==> src/rtl/gmt_pkg.sv <==
// ----------------------------------------------------------------------------
// gmt_pkg
// Shared types and constants of the gossip membership table: operation codes
// and the request packet that walks down the row of slot cells.
// ----------------------------------------------------------------------------
package gmt_pkg;

	// slot index and member count widths cover the largest table (1024 slots)
	localparam int SLOT_W = 10;
	localparam int CNT_W  = 11;

	// fan-out divide by three: n/3 = (n * RECIP3) >> RECIP_SH for n < 2**CNT_W
	localparam int RECIP_SH = CNT_W + 1;
	localparam int RECIP3   = (2 ** RECIP_SH + 2) / 3;

	localparam int IN_DATA_W  = 120;
	localparam int OUT_DATA_W = 136;

	typedef enum logic [1:0] {
		FN_MERGE = 2'd0,
		FN_TICK  = 2'd1,
		FN_SELF  = 2'd2,
		FN_READ  = 2'd3
	} func_t;

	typedef enum logic [1:0] {
		REG_OWN_ID    = 2'd0,
		REG_OWN_PORT  = 2'd1,
		REG_FAIL_TIME = 2'd2
	} reg_idx_t;

	// request packet handed from cell to cell
	typedef struct packed {
		func_t              func;
		logic               second;
		logic [31:0]        eid;
		logic [15:0]        eport;
		logic [31:0]        ehb;
		logic [5:0]         sidx;
		logic [31:0]        now;
		logic [16:0]        limit;
		logic [31:0]        own_id;
		logic [15:0]        own_port;
		logic [31:0]        own_hb;
		logic [SLOT_W-1:0]  own_slot;
		logic               found;
		logic               refreshed;
		logic               inserted;
		logic               taken;
		logic               own_hit;
		logic [SLOT_W-1:0]  new_own;
		logic               live;
		logic [31:0]        rid;
		logic [15:0]        rport;
		logic [31:0]        rhb;
		logic [31:0]        rstamp;
		logic [CNT_W-1:0]   cnt;
		logic [CNT_W-1:0]   ev;
	} pkt_t;

endpackage

==> src/rtl/gmt_cell.sv <==
// ----------------------------------------------------------------------------
// gmt_cell
// One table slot. Holds the slot contents, acts on the request packet as it
// passes and hands the updated packet to the next cell in the next cycle.
// ----------------------------------------------------------------------------
module gmt_cell #(
	parameter int IDX = 0
) (
	input  logic          clk,
	input  logic          arst_n,
	input  logic          in_vld,
	input  gmt_pkg::pkt_t in_pkt,
	output logic          out_vld,
	output gmt_pkg::pkt_t out_pkt
);

	logic                v_q;
	logic [31:0]         id_q;
	logic [15:0]         port_q;
	logic [31:0]         hb_q;
	logic [31:0]         st_q;
	logic                vld_q;
	gmt_pkg::pkt_t       pkt_q;

	gmt_pkg::pkt_t       nxt;
	logic                w_en;
	logic                w_v;
	logic [31:0]         w_id;
	logic [15:0]         w_port;
	logic [31:0]         w_hb;
	logic [31:0]         w_st;
	logic                hit_e;
	logic                hit_o;
	logic                fill;
	logic                post_v;
	logic [31:0]         post_id;
	logic [31:0]         stamp_t;
	logic [31:0]         age;
	logic                own_here;
	logic                rd_here;

	assign hit_e    = v_q && (id_q == in_pkt.eid);
	assign hit_o    = v_q && (id_q == in_pkt.own_id);
	assign own_here = (in_pkt.own_slot == gmt_pkg::SLOT_W'(IDX));
	assign rd_here  = (IDX < 64) && (in_pkt.sidx == 6'(IDX));

	// slot action for the passing request
	always_comb begin
		nxt     = in_pkt;
		w_en    = 1'b0;
		w_v     = v_q;
		w_id    = id_q;
		w_port  = port_q;
		w_hb    = hb_q;
		w_st    = st_q;
		fill    = 1'b0;
		post_v  = v_q;
		post_id = id_q;
		stamp_t = (v_q && own_here) ? in_pkt.now : st_q;
		age     = (in_pkt.now >= stamp_t) ? in_pkt.now - stamp_t : stamp_t - in_pkt.now;
		if (!in_pkt.second) begin
			unique case (in_pkt.func)
				gmt_pkg::FN_MERGE: begin
					if (hit_e) begin
						nxt.found = 1'b1;
						if (in_pkt.ehb > hb_q) begin
							w_en          = 1'b1;
							w_port        = in_pkt.eport;
							w_hb          = in_pkt.ehb;
							w_st          = in_pkt.now;
							nxt.refreshed = 1'b1;
						end
					end
				end
				gmt_pkg::FN_TICK: begin
					if (v_q) begin
						w_en = 1'b1;
						if (own_here) begin
							w_hb = in_pkt.own_hb;
							w_st = in_pkt.now;
						end
						if (age >= {15'd0, in_pkt.limit}) begin
							w_v    = 1'b0;
							nxt.ev = in_pkt.ev + gmt_pkg::CNT_W'(1);
						end
					end
				end
				gmt_pkg::FN_SELF: begin
					if (hit_o && !in_pkt.found) begin
						w_en        = 1'b1;
						w_port      = in_pkt.own_port;
						w_hb        = in_pkt.own_hb;
						w_st        = in_pkt.now;
						nxt.found   = 1'b1;
						nxt.own_hit = 1'b1;
						nxt.new_own = gmt_pkg::SLOT_W'(IDX);
					end
				end
				gmt_pkg::FN_READ: begin
					if (rd_here && v_q) begin
						nxt.live   = 1'b1;
						nxt.rid    = id_q;
						nxt.rport  = port_q;
						nxt.rhb    = hb_q;
						nxt.rstamp = st_q;
					end
				end
				default: ;
			endcase
		end else begin
			// second pass: insert into the lowest free slot, then count
			fill = !v_q && !in_pkt.found && !in_pkt.taken &&
				((in_pkt.func == gmt_pkg::FN_MERGE) || (in_pkt.func == gmt_pkg::FN_SELF));
			if (fill) begin
				w_en         = 1'b1;
				w_v          = 1'b1;
				nxt.taken    = 1'b1;
				nxt.inserted = 1'b1;
				if (in_pkt.func == gmt_pkg::FN_MERGE) begin
					w_id   = in_pkt.eid;
					w_port = in_pkt.eport;
					w_hb   = in_pkt.ehb;
				end else begin
					w_id        = in_pkt.own_id;
					w_port      = in_pkt.own_port;
					w_hb        = in_pkt.own_hb;
					nxt.own_hit = 1'b1;
					nxt.new_own = gmt_pkg::SLOT_W'(IDX);
				end
				w_st = in_pkt.now;
			end
			post_v  = v_q || fill;
			post_id = fill ? w_id : id_q;
			// own slot follows the lowest slot holding own id after a merge
			if ((in_pkt.func == gmt_pkg::FN_MERGE) && post_v &&
				(post_id == in_pkt.own_id) && !in_pkt.own_hit) begin
				nxt.own_hit = 1'b1;
				nxt.new_own = gmt_pkg::SLOT_W'(IDX);
			end
			nxt.cnt = in_pkt.cnt + gmt_pkg::CNT_W'(post_v);
		end
	end

	// slot valid bit
	always_ff @(posedge clk or negedge arst_n) begin
		if (!arst_n) begin
			v_q <= 1'b0;
		end else if (in_vld && w_en) begin
			v_q <= w_v;
		end
	end

	// slot contents
	always_ff @(posedge clk) begin
		if (in_vld && w_en) begin
			id_q   <= w_id;
			port_q <= w_port;
			hb_q   <= w_hb;
			st_q   <= w_st;
		end
	end

	// hand the request to the neighbor
	always_ff @(posedge clk or negedge arst_n) begin
		if (!arst_n) begin
			vld_q <= 1'b0;
		end else begin
			vld_q <= in_vld;
		end
	end

	always_ff @(posedge clk) begin
		if (in_vld) begin
			pkt_q <= nxt;
		end
	end

	assign out_vld = vld_q;
	assign out_pkt = pkt_q;

endmodule

==> config.mk <==
export PLATFORM = sky130hd
export DESIGN_NAME = gmt_cell
export DESIGN_NICKNAME = d
export VERILOG_FILES = /design/src/rtl/gmt_pkg.sv /design/src/rtl/gmt_cell.sv
export SDC_FILE = /design/constraint.sdc
export NUM_CORES = 1
export LEC_CHECK = 0
export BUFFER_PORTS_ARGS = -buffer_cell sky130_fd_sc_hd__buf_2
export CAP_MARGIN = 20
export CORE_AREA = 2 2 294 296
export DETAILED_ROUTE_END_ITERATION = 7
export DIE_AREA = 0 0 296 298
export GPL_ROUTABILITY_DRIVEN = 0
export PLACE_DENSITY = 0.52
export SYNTH_ARGS = -nofsm -noshare
export SYNTH_HDL_FRONTEND = slang
export SYNTH_SLANG_ARGS = --single-unit
==> constraint.sdc <==
create_clock -name clk -period 10 [get_ports clk]
set_input_delay 0 -clock clk [delete_from_list [all_inputs] [get_ports clk]]
set_output_delay 0 -clock clk [all_outputs]
set_load 0.02 [all_outputs]
After elaboration in Yosys (flattened, before gate mapping)
Index checks and enable logic that the tools add are counted.

Flip-flop bits (word level): 492. Input port bits: 381. Output and inout port bits: 379. Logic and storage cells: 141.

$add $sub $neg: 4. Order comparisons: 3. Equality and inequality tests: 12. Mux-type cells: 63. Reduce and logical (&&, ||, !) cells: 28.

Operators with widths (count): 32-bit two-way mux (21); 113-bit two-way mux (3); 32-bit case mux with 3 select lines (2); 11-bit two-way mux (10); 32-bit == test (3); 16-bit two-way mux (6); 32-bit subtractor (2); 32-bit by 17-bit greater-or-equal comparator with 1-bit output (1); 32-bit greater-or-equal comparator (1); 32-bit > comparator (1); 16-bit case mux with 2 select lines (1); 3-bit inequality test (second input constant) (5); 1-bit two-way mux (14); 13-bit two-way mux (1); 1-bit logical AND (12); 11-bit by 1-bit adder with 11-bit output (1); 11-bit by 1-bit adder with 11-bit output (second input constant) (1); 10-bit zero test (1); 8-bit AND reduction (1); 6-bit zero test (1); 2-bit two-way mux (3); 6-bit AND reduction (1); 2-bit == test (second input constant) (2); 1-bit zero test (4); other kinds (11) (12).

Logic depth before layout (Yosys ltp)
Gate-level depths: netlist of run 1.

Word-level depth: 12. Gate-level depth with buffers: 33. Mapped depth without buffers: 27.

Worst setup path after synthesis of run 1
No wires, ideal clock.

Kind: flip-flop to flip-flop. Start: register id_q[21]. End: register hb_q[0], enable pin. Library setup time: 0.584 ns. Arrival: 6.575 ns. Data required time: 9.416 ns. Slack: 2.841 ns. Cell stages (with the launch flop): 12. Buffers on the path: 0. Period minus slack after synthesis: 7.159 ns. Cells stage by stage: edfxtp_1 -> xor2_1 -> nor4_1 -> nand4_1 -> nor4_1 -> nand4_1 -> nor2_1 -> a21oi_1 -> o21ai_0 -> nand3_1 -> o21ai_0 -> a21boi_0.

Cells in the longest elaborated chain, start to end: 8. Elaborated cells between the ends (all ways): 13. Classes of those cells: eq/ne (4); mux (4); reduce/logical (5).

Ends and longest elaborated chain: start, declared (line gmt_cell.sv:18) `logic [31:0] id_q;`; start signal, assigned (line gmt_cell.sv:156) `id_q <= w_id;`; 32-bit == test (line gmt_cell.sv:43) `assign hit_o = v_q && (id_q == in_pkt.own_id);`; 1-bit logical AND (line gmt_cell.sv:43); 1-bit logical AND (line gmt_cell.sv:89) `if (hit_o && !in_pkt.found) begin`; 1-bit two-way mux (line gmt_cell.sv:89); 1-bit case mux with 3 select lines (line gmt_cell.sv:62) `unique case (in_pkt.func)`; 1-bit two-way mux (line gmt_cell.sv:61) `if (!in_pkt.second) begin`; 1-bit logical AND (line gmt_cell.sv:155) `if (in_vld && w_en) begin`; 8-bit AND reduction (no source line) (*); end signal, assigned (line gmt_cell.sv:158) `hb_q <= w_hb;`; end, declared (line gmt_cell.sv:20) `logic [31:0] hb_q;`.

Every way passes the cells marked *; elsewhere a longest branch is shown, timed or not. A chain may end at the register's enable or synchronous reset.

==> results.yml, run 1 <==
timing:
  postLayoutSetupSlackWorst_ps: 776
  slew_violations: 0
  clock_skew_ps: 36.9
  finalHoldViolCount: 0
  rsz0062_at_grt: "no"
  setup_viol: 0
  worstMarginPinSlew_ps: 1180
  fmax_ghz: 0.108
  finalCritPeriodShare_pct: 92.2
  relSlewSlack_pct: 21.5
  fin_crit_ps: 9220
  setup_tns_ps: 0
grt:
  grt_pass1_wl_mm: 128
  grt_pass1_vias: 20715
  antenna_found_initial: 4
  grt_max_degree: 163
  track_usage_pct: 19.2
  gr-total-overflow: 0
drt:
  drc: 0
  routed_wl_mm: 88.8
  vias: 19844
  vias_per_cell: 4.72
  wl_per_cell_um: 21.1
  firstDrtPassIters: 8
  first_iter_violations: 1126
  ant_nets: 0
clocking:
  ctsResizeCount: 0
  clk_pin_slew_ps: 60
  cts_root_buf: "clkbuf_16"
  cts_tree: "built"
  postCtsSetupRepairBufs: 0
  max-clock-path-buffers: 3
  cts_buffers: 57
  cts_hold_buf: 394
  clock_latency_ps: 630
  htree_levels: 2
  cts.sinks: 492
critical_path:
  cp.required_ps: 10360
  cp_common_cell: "a21o_1"
  crit_type: "primary input to register"
  endpoint_kind: "register"
  worstPathArrival_ps: 9580
  crit_path_start_kind: "primary input"
  cp_top_family: "simple AND/OR/NAND/NOR gates"
  max_stage_delay_ps: 700
  cp_max_fo: 33
  rr_endpoint: "out_pkt[1]$_DFFE_PP_"
  rr_worst_depth: 25
  reg2reg_from: "v_q$_DFFE_PN0P_"
  path_buf_inv: 3
  rrSetupSlack_ps: 880
  cpMaxStageDelayCell: "nand3_2"
finish:
  syn2layout_area_growth_pct: 45.0
  drive_gt1_share_pct: 33.1
  final_area_mm2: 0.0352
  layout.cells.non_filler: 4205
  layout.nets: 3521
power:
  p_leak_nw: 14.9
  switching_share_pct: 26.7
  p_seq_share_pct: 45.1
  fin_total_pwr_mw: 5.45
  internal-power_mw: 4.00
  p_clk_share_pct: 38.0
  netSwitchingPower_mw: 1.45
  powerDensity_mw_per_mm2: 155
  peakVddDrop_mv: 0.110
  pwr-share-comb_pct: 17.0
yosys:
  yosys.area.top_type: "edfxtp_1"
  yosysTopAreaCellShare_pct: 60.6
  avgSynthCellArea_um2: 13.1
  synth.yosys.warnings: 0
  synth_top_cells_by_area: "edfxtp_1 61%, ha_1 6.2%, mux2_2 6.1%"
  syn_nets: 2360
  ys_async_sr_fraction_pct: 0.407
  ys_ff_latch: 492
  ys_types: 66
  syn_area_mm2: 0.0243
  seq_area_frac_synth_pct: 60.8
  synth_edf_count: 490
  synthFlopType: "edfxtp_1"
  synth_cells: 1857
hold_path:
  hold_class: "primary input to register"
  holdPathEnd: "out_pkt[336]$_DFFE_PP_"
  min_from: "in_pkt[336]"
  hold_depth: 2
placed_design:
  dp_cells: 3709
  detailed_place.area_mm2: 0.0294
  place_ws_ps: 1220
  dpl.hpwl_mm: 67.1
  io_buffer_count: 759
die:
  ios: 760
  fp.dieW_um: 296
  dieArea_mm2: 0.0882
  num_rows: 107
  die_y_um: 298
  start_util_pct: 28.6
  core_area_mm2: 0.0849
outcome:
  status: "finished, final reports clean"
run:
  drv_cap: 0
## worst register-to-register path, cell delays in order (launching register included)
cell	delay (ps)
dfrtp_1	350
nor4b_1	360
nand3_2	640
a21o_1	420
ha_1	520
nand4_1	300
nor4_1	670
o311a_1	320
or2_1	700
nor2_1	120
a31oi_1	260
a31oi_1	170
o21ai_0	270
xor2_1	130
ha_1	190
a21o_1	150
a21o_1	160
a21oi_1	160
o21ai_0	100
a211oi_1	460
o221ai_1	210
or4_4	580
nor4_4	490
nor3_1	220
mux2_4	340
dlygate4sd3_1	560
## worst max path at each step
stage	startpoint	end	slack (ps)	cells past startpoint
after floorplan	id_q[21]$_DFFE_PP_	hb_q[0]$_DFFE_PP_	2840	11
after global placement	in_pkt[157]	out_pkt[1]$_DFFE_PP_	1360	27
after detailed placement	in_pkt[157]	out_pkt[1]$_DFFE_PP_	1220	25
after CTS	in_pkt[157]	out_pkt[1]$_DFFE_PP_	770	27
after global routing	in_pkt[156]	out_pkt[1]$_DFFE_PP_	80	27
final	in_pkt[157]	out_pkt[1]$_DFFE_PP_	780	27
## cells in the final DEF, fill, tap and decap left out, types with 50 or more instances in the layout
cell,instances
dlygate4sd3_1,394
a21o_1,68
clkbuf_16,57
a21oi_1,76
o21ai_0,120
buf_2,758
nor2_1,95
ha_1,119
mux2i_1,50
xor2_1,93
nand2_1,124
mux2_2,132
inv_1,123
edfxtp_1,490
## logic make-up (layout without fill, tap and decap cells)
kind of cell	after synthesis	count (layout)	synth area share [%]
buf+inv	195	1398	3.21
mux	184	184	8.29
flops	492	492	60.8
simple gates	380	380	7.57
xor+xnor	142	142	5.12
compound gates	342	342	8.67
fa+ha+maj	122	122	6.35
other cells	0	1	0
## cell usage after synthesis, types with 3 or more instances
master       n
mux2_2     132
nor2_1      95
a21oi_2      3
nand2b_1    15
nor2b_1      8
inv_1      123
o21ai_1      4
buf_2       14
o21a_1       7
nand2_1    124
and3_1       5
buf_6        3
o31a_1       4
a21oi_1     77
xor2_1      93
nor4b_1      3
nand3_1     17
o21bai_1     4
nor4_1      22
edfxtp_1   490
a211o_1      4
o221ai_1     4
a211oi_1     8
o21ai_0    120
nand4_1     45
o211ai_1     5
o22ai_1      4
and2_1      12
buf_1        5
nor3_1      17
nor3b_1      4
mux2i_1     51
a31oi_1      7
nand3b_1     3
a2111oi_0    3
clkbuf_1    48
ha_1       120
a21o_1      68
xnor2_1     49
## area by class of cell
class | instances | area, um2
Antenna cell | 1 | 2.50
Clock buffer | 73 | 1520
Clock inverter | 28 | 329
Fill cell | 7951 | 49700
Inverter | 123 | 462
Multi-Input combinational cell | 1170 | 8770
Sequential cell | 492 | 14800
Tap cell | 1144 | 1430
Timing Repair Buffer | 1174 | 7920
## power groups by stage
stage	combinational, mW	sequential, mW	clock, mW
global route	0.987	2.47	2.21
detailed placement	0.798	2.50	0
CTS	0.927	2.46	2.13
global placement	0.794	2.50	0
finish	0.924	2.46	2.07
floorplan	0.244	2.66	0
## metrics by stage
stage,util [%],hold WS (ps)
2_1_floorplan,-,-296
3_3_place_gp,34.6,-188
5_1_grt,41.5,78.9
3_5_place_dp,34.7,-184
6_report,41.5,115
4_1_cts,41.5,63.2
## metal layers
metal / share of wire (%) / track usage (%)
met3: 6.0 / 3.32
met4: 3.3 / 6.04
met5: 0.028 / 0
met2: 51 / 35.4
met1: 40 / 22.5
## flip-flops by register name (all words and copies together), names as in the netlist
signal and flops:
hb_q 32, st_q 32, out_pkt 378, port_q 16
v_q 1, out_vld 1, id_q 32
Power figures use the tool's default switching activity.
==> run 2, diff against run 1 <==
==> config.mk (replaced) <==
export PLATFORM = sky130hd
export DESIGN_NAME = gmt_cell
export DESIGN_NICKNAME = d
export VERILOG_FILES = /design/src/rtl/gmt_pkg.sv /design/src/rtl/gmt_cell.sv
export SDC_FILE = /design/constraint.sdc
export NUM_CORES = 1
export LEC_CHECK = 0
export BUFFER_PORTS_ARGS = -buffer_cell sky130_fd_sc_hd__buf_4
export CAP_MARGIN = 20
export CORE_AREA = 5 5 288 290
export DETAILED_ROUTE_END_ITERATION = 7
export DIE_AREA = 0 0 293 295
export GPL_ROUTABILITY_DRIVEN = 0
export PLACE_DENSITY = 0.54
export SYNTH_ARGS = -nofsm -noshare
export SYNTH_HDL_FRONTEND = slang
export SYNTH_SLANG_ARGS = --single-unit
==> results.yml, run 2 (same netlist as run 1, synthesis figures left out) <==
outcome:
  status: "finished, final reports clean"
drt:
  first_iter_violations: 1113
  vias: 19818
  wl_per_cell_um: 22.7
  drc: 0
  firstDrtPassIters: 6
  vias_per_cell: 4.80
  routed_wl_mm: 93.7
  ant_nets: 0
clocking:
  clock_latency_ps: 640
  htree_levels: 2
  cts_root_buf: "clkbuf_16"
  cts_buffers: 57
  max-clock-path-buffers: 3
  cts_tree: "built"
  postCtsSetupRepairBufs: 0
  cts.sinks: 492
  clk_pin_slew_ps: 60
grt:
  grt_pass1_vias: 21052
  grt_max_degree: 144
  grt_pass1_wl_mm: 135
  grtUsageMet3_pct: 3.83
  top_usage_layer: "met2"
  track_usage_pct: 20.4
  gr-total-overflow: 0
  antenna_found_initial: 4
  met2_usage_pct: 37.8
  met1_usage_pct: 24.4
timing:
  slew_violations: 0
  fin_crit_ps: 8970
  relSlewSlack_pct: 34.7
  fmax_ghz: 0.111
  worstMarginPinSlew_ps: 979
  finalCritPeriodShare_pct: 89.7
  rsz0062_at_grt: "no"
  clock_skew_ps: 39.5
  finalHoldViolCount: 0
  setup_viol: 0
  setup_tns_ps: 0
finish:
  final_common_cell: "buf_4"
  layout.nets: 3524
  drive_gt1_share_pct: 33.0
  largest_reg_flops: 378
  syn2layout_area_growth_pct: 52.8
  final_cell_mix: "774 x buf_4, 490 x edfxtp_1, 400 x dlygate4sd3_1"
  finish.utilization_pct: 46.4
  final_area_mm2: 0.0371
die:
  dieArea_mm2: 0.0864
  num_rows: 104
  start_util_pct: 30.3
  fp.dieW_um: 293
  die_y_um: 295
  core_area_mm2: 0.0800
  ios: 760
hold_path:
  hold_class: "primary input to register"
critical_path:
  crit_type: "register to register"
  cp_common_cell: "a21o_1"
  cp.required_ps: 10360
  rr_endpoint: "out_pkt[1]$_DFFE_PP_"
  startpoint: "v_q$_DFFE_PN0P_"
  rr_worst_depth: 25
  worstPathArrival_ps: 9330
  rrSetupSlack_ps: 1030
  cp_max_fo: 38
  max_stage_delay_ps: 710
  critPathCapture: "out_pkt[1]$_DFFE_PP_"
  reg2reg_from: "v_q$_DFFE_PN0P_"
  crit_path_start_kind: "register"
  cpMaxStageDelayCell: "nor4_1"
  endpoint_kind: "register"
placed_design:
  io_buffer_count: 759
  detailed_place.area_mm2: 0.0312
  dpl.hpwl_mm: 70.7
power:
  fin_total_pwr_mw: 5.62
  powerDensity_mw_per_mm2: 152
  peakVddDrop_mv: 0.134
  p_leak_nw: 15.6
run:
  drv_cap: 0
## run 2: cell types whose count changed in the layout (fill, tap and decap cells not counted), moves of 3 or more
cell and change:
clkinv_1 +8, clkbuf_8 -3, clkinvlp_4 -4, clkinv_2 +4
buf_2 -758, dlygate4sd3_1 +6, buf_4 +754, clkbuf_1 -4
clkinv_4 +3
## run 2: how the worst min path moves through the flow
stage                            from                endpoint  slack [ps]  depth (start not counted)
final                     in_pkt[168]  out_pkt[168]$_DFFE_PP_         110                          2
after global routing      in_pkt[163]  out_pkt[163]$_DFFE_PP_          90                          2
after CTS                 in_pkt[169]  out_pkt[169]$_DFFE_PP_          50                          2
after detailed placement       arst_n       out_vld$_DFF_PN0_        -200                          1
after global placement         arst_n       out_vld$_DFF_PN0_        -200                          1
after floorplan                arst_n       out_vld$_DFF_PN0_        -300                          0
## run 2: repair_timing
| item | 4_1_cts | 5_1_grt |
|---|---|---|
| gates resized for setup | 0 | 2 |
| setup endpoints to repair | 0 | 8 |
| hold endpoints to repair | 552 | 0 |
| hold buffers | 400 | 0 |
## run 2: through the flow
| stage | setup slack (ps) | hold slack (ps) | instances |
|---|---|---|---|
| after floorplan | 2840 | -296 | 1857 |
| after global placement | 1040 | -198 | 3621 |
| after detailed placement | 1100 | -198 | 3622 |
| after CTS | 510 | 50.8 | 4129 |
| after global routing | 278 | 86.2 | 4129 |
| final | 1030 | 107 | 4130 |
## run 2: critical path: cells and delay by family (launching register included)
kind	cells	cell delay [ps]
AND/OR/NAND/NOR	9	3900
AO/OA/AOI/OAI	11	2650
adder cells (fa/ha/maj)	2	720
buffers and inverters	1	560
flip-flops	1	370
multiplexers	1	340
XOR/XNOR	1	120
## run 2: routing by layer
layer	up-vias	wire length (um)
met1	9646	36700
met4	4	2680
met2	808	48600
met5	-	21
met3	160	5600
li1	9200	-
## run 2: power by group
part | switching [mW] | internal, mW
registers | 0.0458 | 2.42
clock network | 0.876 | 1.23
logic | 0.563 | 0.486
total | 1.49 | 4.14
## run 2: cell type report
class                   instances  area [um2]
well taps                    1060        1330
clock inverters                41         435
multi-input cells            1170        8780
repair buffers               1177        9870
diodes                          1        2.50
clock buffers                  66        1460
inverters                     123         462
fillers                      7094       42900
flip-flops and latches        492       14800
==> run 3, diff against run 2 <==
--- a/config.mk
+++ b/config.mk
@@ -7,11 +7,11 @@
 export LEC_CHECK = 0
 export BUFFER_PORTS_ARGS = -buffer_cell sky130_fd_sc_hd__buf_4
 export CAP_MARGIN = 20
-export CORE_AREA = 5 5 288 290
+export CORE_AREA = 5 5 295 297
 export DETAILED_ROUTE_END_ITERATION = 7
-export DIE_AREA = 0 0 293 295
+export DIE_AREA = 0 0 300 302
 export GPL_ROUTABILITY_DRIVEN = 0
-export PLACE_DENSITY = 0.54
+export PLACE_DENSITY = 0.52
 export SYNTH_ARGS = -nofsm -noshare
 export SYNTH_HDL_FRONTEND = slang
 export SYNTH_SLANG_ARGS = --single-unit
==> constraint.sdc (replaced) <==
create_clock -name clk -period 10.59 [get_ports clk]
set_input_delay 0 -clock clk [delete_from_list [all_inputs] [get_ports clk]]
set_output_delay 0 -clock clk [all_outputs]
set_load 0.02 [all_outputs]
==> results.yml, run 3 (same netlist as run 1, synthesis figures left out) <==
outcome:
  status: "finished, final reports clean"
drt:
  drc: 0
  vias_per_cell: 4.74
  first_iter_violations: 1162
  routed_wl_mm: 94.3
  firstDrtPassIters: 5
  vias: 19699
  ant_nets: 0
  wl_per_cell_um: 22.7
grt:
  grt_pass1_vias: 20818
  grt_pass1_wl_mm: 135
  gr-total-overflow: 0
  antenna_found_initial: 7
  grt_max_degree: 81
  track_usage_pct: 19.6
hold_path:
  hold_class: "primary input to register"
  holdPathEnd: "out_pkt[294]$_DFFE_PP_"
  hold_depth: 2
  min_from: "in_pkt[294]"
timing:
  setup_tns_ps: 0
  rsz0062_at_grt: "no"
  setup_viol: 0
  fin_crit_ps: 9150
  relSlewSlack_pct: 27.9
  finalCritPeriodShare_pct: 86.4
  finalHoldViolCount: 0
  hold_slack_ps: 133
  postLayoutSetupSlackWorst_ps: 1440
  worstMarginPinSlew_ps: 1080
  slew_violations: 0
  fmax_ghz: 0.109
  clock_skew_ps: 26.3
finish:
  fill_cells: 7778
  antennaDiodeCount: 0
  final_cell_mix: "779 x buf_4, 490 x edfxtp_1, 396 x dlygate4sd3_1"
  drive_gt1_share_pct: 33.0
  final_area_mm2: 0.0370
  finish.utilization_pct: 43.9
  final_common_cell: "buf_4"
  layout.nets: 3521
  largest_reg_flops: 378
  layout.cells.non_filler: 4153
  syn2layout_area_growth_pct: 52.4
critical_path:
  crit_path_start_kind: "register"
  endpoint_kind: "register"
  rr_worst_depth: 27
  path_buf_inv: 4
  max_stage_delay_ps: 690
  worstPathArrival_ps: 9480
  cpMaxStageDelayCell: "nand3_2"
  crit_type: "register to register"
  rr_endpoint: "out_pkt[9]$_DFFE_PP_"
  cp.required_ps: 10930
  reg2reg_from: "v_q$_DFFE_PN0P_"
  rrSetupSlack_ps: 1440
  cp_max_fo: 38
  cp_top_family: "simple AND/OR/NAND/NOR gates"
die:
  core_area_mm2: 0.0843
  num_rows: 107
  die_y_um: 302
  start_util_pct: 28.8
  fp.dieW_um: 300
  dieArea_mm2: 0.0906
  ios: 760
power:
  peakVddDrop_mv: 0.119
  fin_total_pwr_mw: 5.28
  p_leak_nw: 15.6
  powerDensity_mw_per_mm2: 143
clocking:
  cts_tree: "built"
  clock_latency_ps: 600
  ctsResizeCount: 0
  cts_hold_buf: 396
  cts_root_buf: "clkbuf_16"
  clk_pin_slew_ps: 70
  cts.sinks: 492
  max-clock-path-buffers: 3
  htree_levels: 2
  postCtsSetupRepairBufs: 0
  cts_buffers: 55
run:
  drv_cap: 0
placed_design:
  dp_cells: 3655
  place_ws_ps: 1790
  dpl.hpwl_mm: 72.4
  io_buffer_count: 759
  detailed_place.area_mm2: 0.0312
## run 3: changes by cell type in the layout (fill, tap and decap cells not counted), moves of 2 or more
cell and change:
clkinv_1 -3, clkinvlp_4 +2, clkinv_2 -2, clkinv_4 -2
dlygate4sd3_1 -4, buf_12 -2, buf_4 +5, clkbuf_16 -2
clkinv_16 -2
## run 3: cell type report
class                      instances  area, um2  area share, %
timing repair buffer            1176       9830           26.5
sequential                       492      14800           39.9
multi-input combinational       1170       8770           23.7
clock inverter                    37        413           1.12
tap                             1090       1360           3.68
inverter                         123        462           1.25
clock buffer                      65       1410           3.82
## run 3: how the worst max path moves through the flow
stage	startpoint	depth (start not counted)	to	slack (ps)
finish	v_q$_DFFE_PN0P_	27	out_pkt[9]$_DFFE_PP_	1440
global route	v_q$_DFFE_PN0P_	25	out_pkt[7]$_DFFE_PP_	820
global placement	v_q$_DFFE_PN0P_	26	out_pkt[1]$_DFFE_PP_	1900
CTS	v_q$_DFFE_PN0P_	27	out_pkt[7]$_DFFE_PP_	1430
detailed placement	v_q$_DFFE_PN0P_	26	out_pkt[1]$_DFFE_PP_	1790
floorplan	id_q[21]$_DFFE_PP_	11	hb_q[0]$_DFFE_PP_	3430
## run 3: metal layers
metal	wire length, um	vias up	GRT usage [%]
met5	61	-	0
met2	47500	803	35.4
met1	37100	9541	23.3
li1	-	9181	-
met3	6590	164	4.50
met4	3120	10	5.96
## run 3: power by group
| group | total, mW | switching, mW | internal (mW) |
|---|---|---|---|
| clock network | 1.97 | 0.814 | 1.15 |
| registers | 2.33 | 0.0423 | 2.28 |
| logic | 0.988 | 0.530 | 0.457 |
| total | 5.28 | 1.39 | 3.89 |
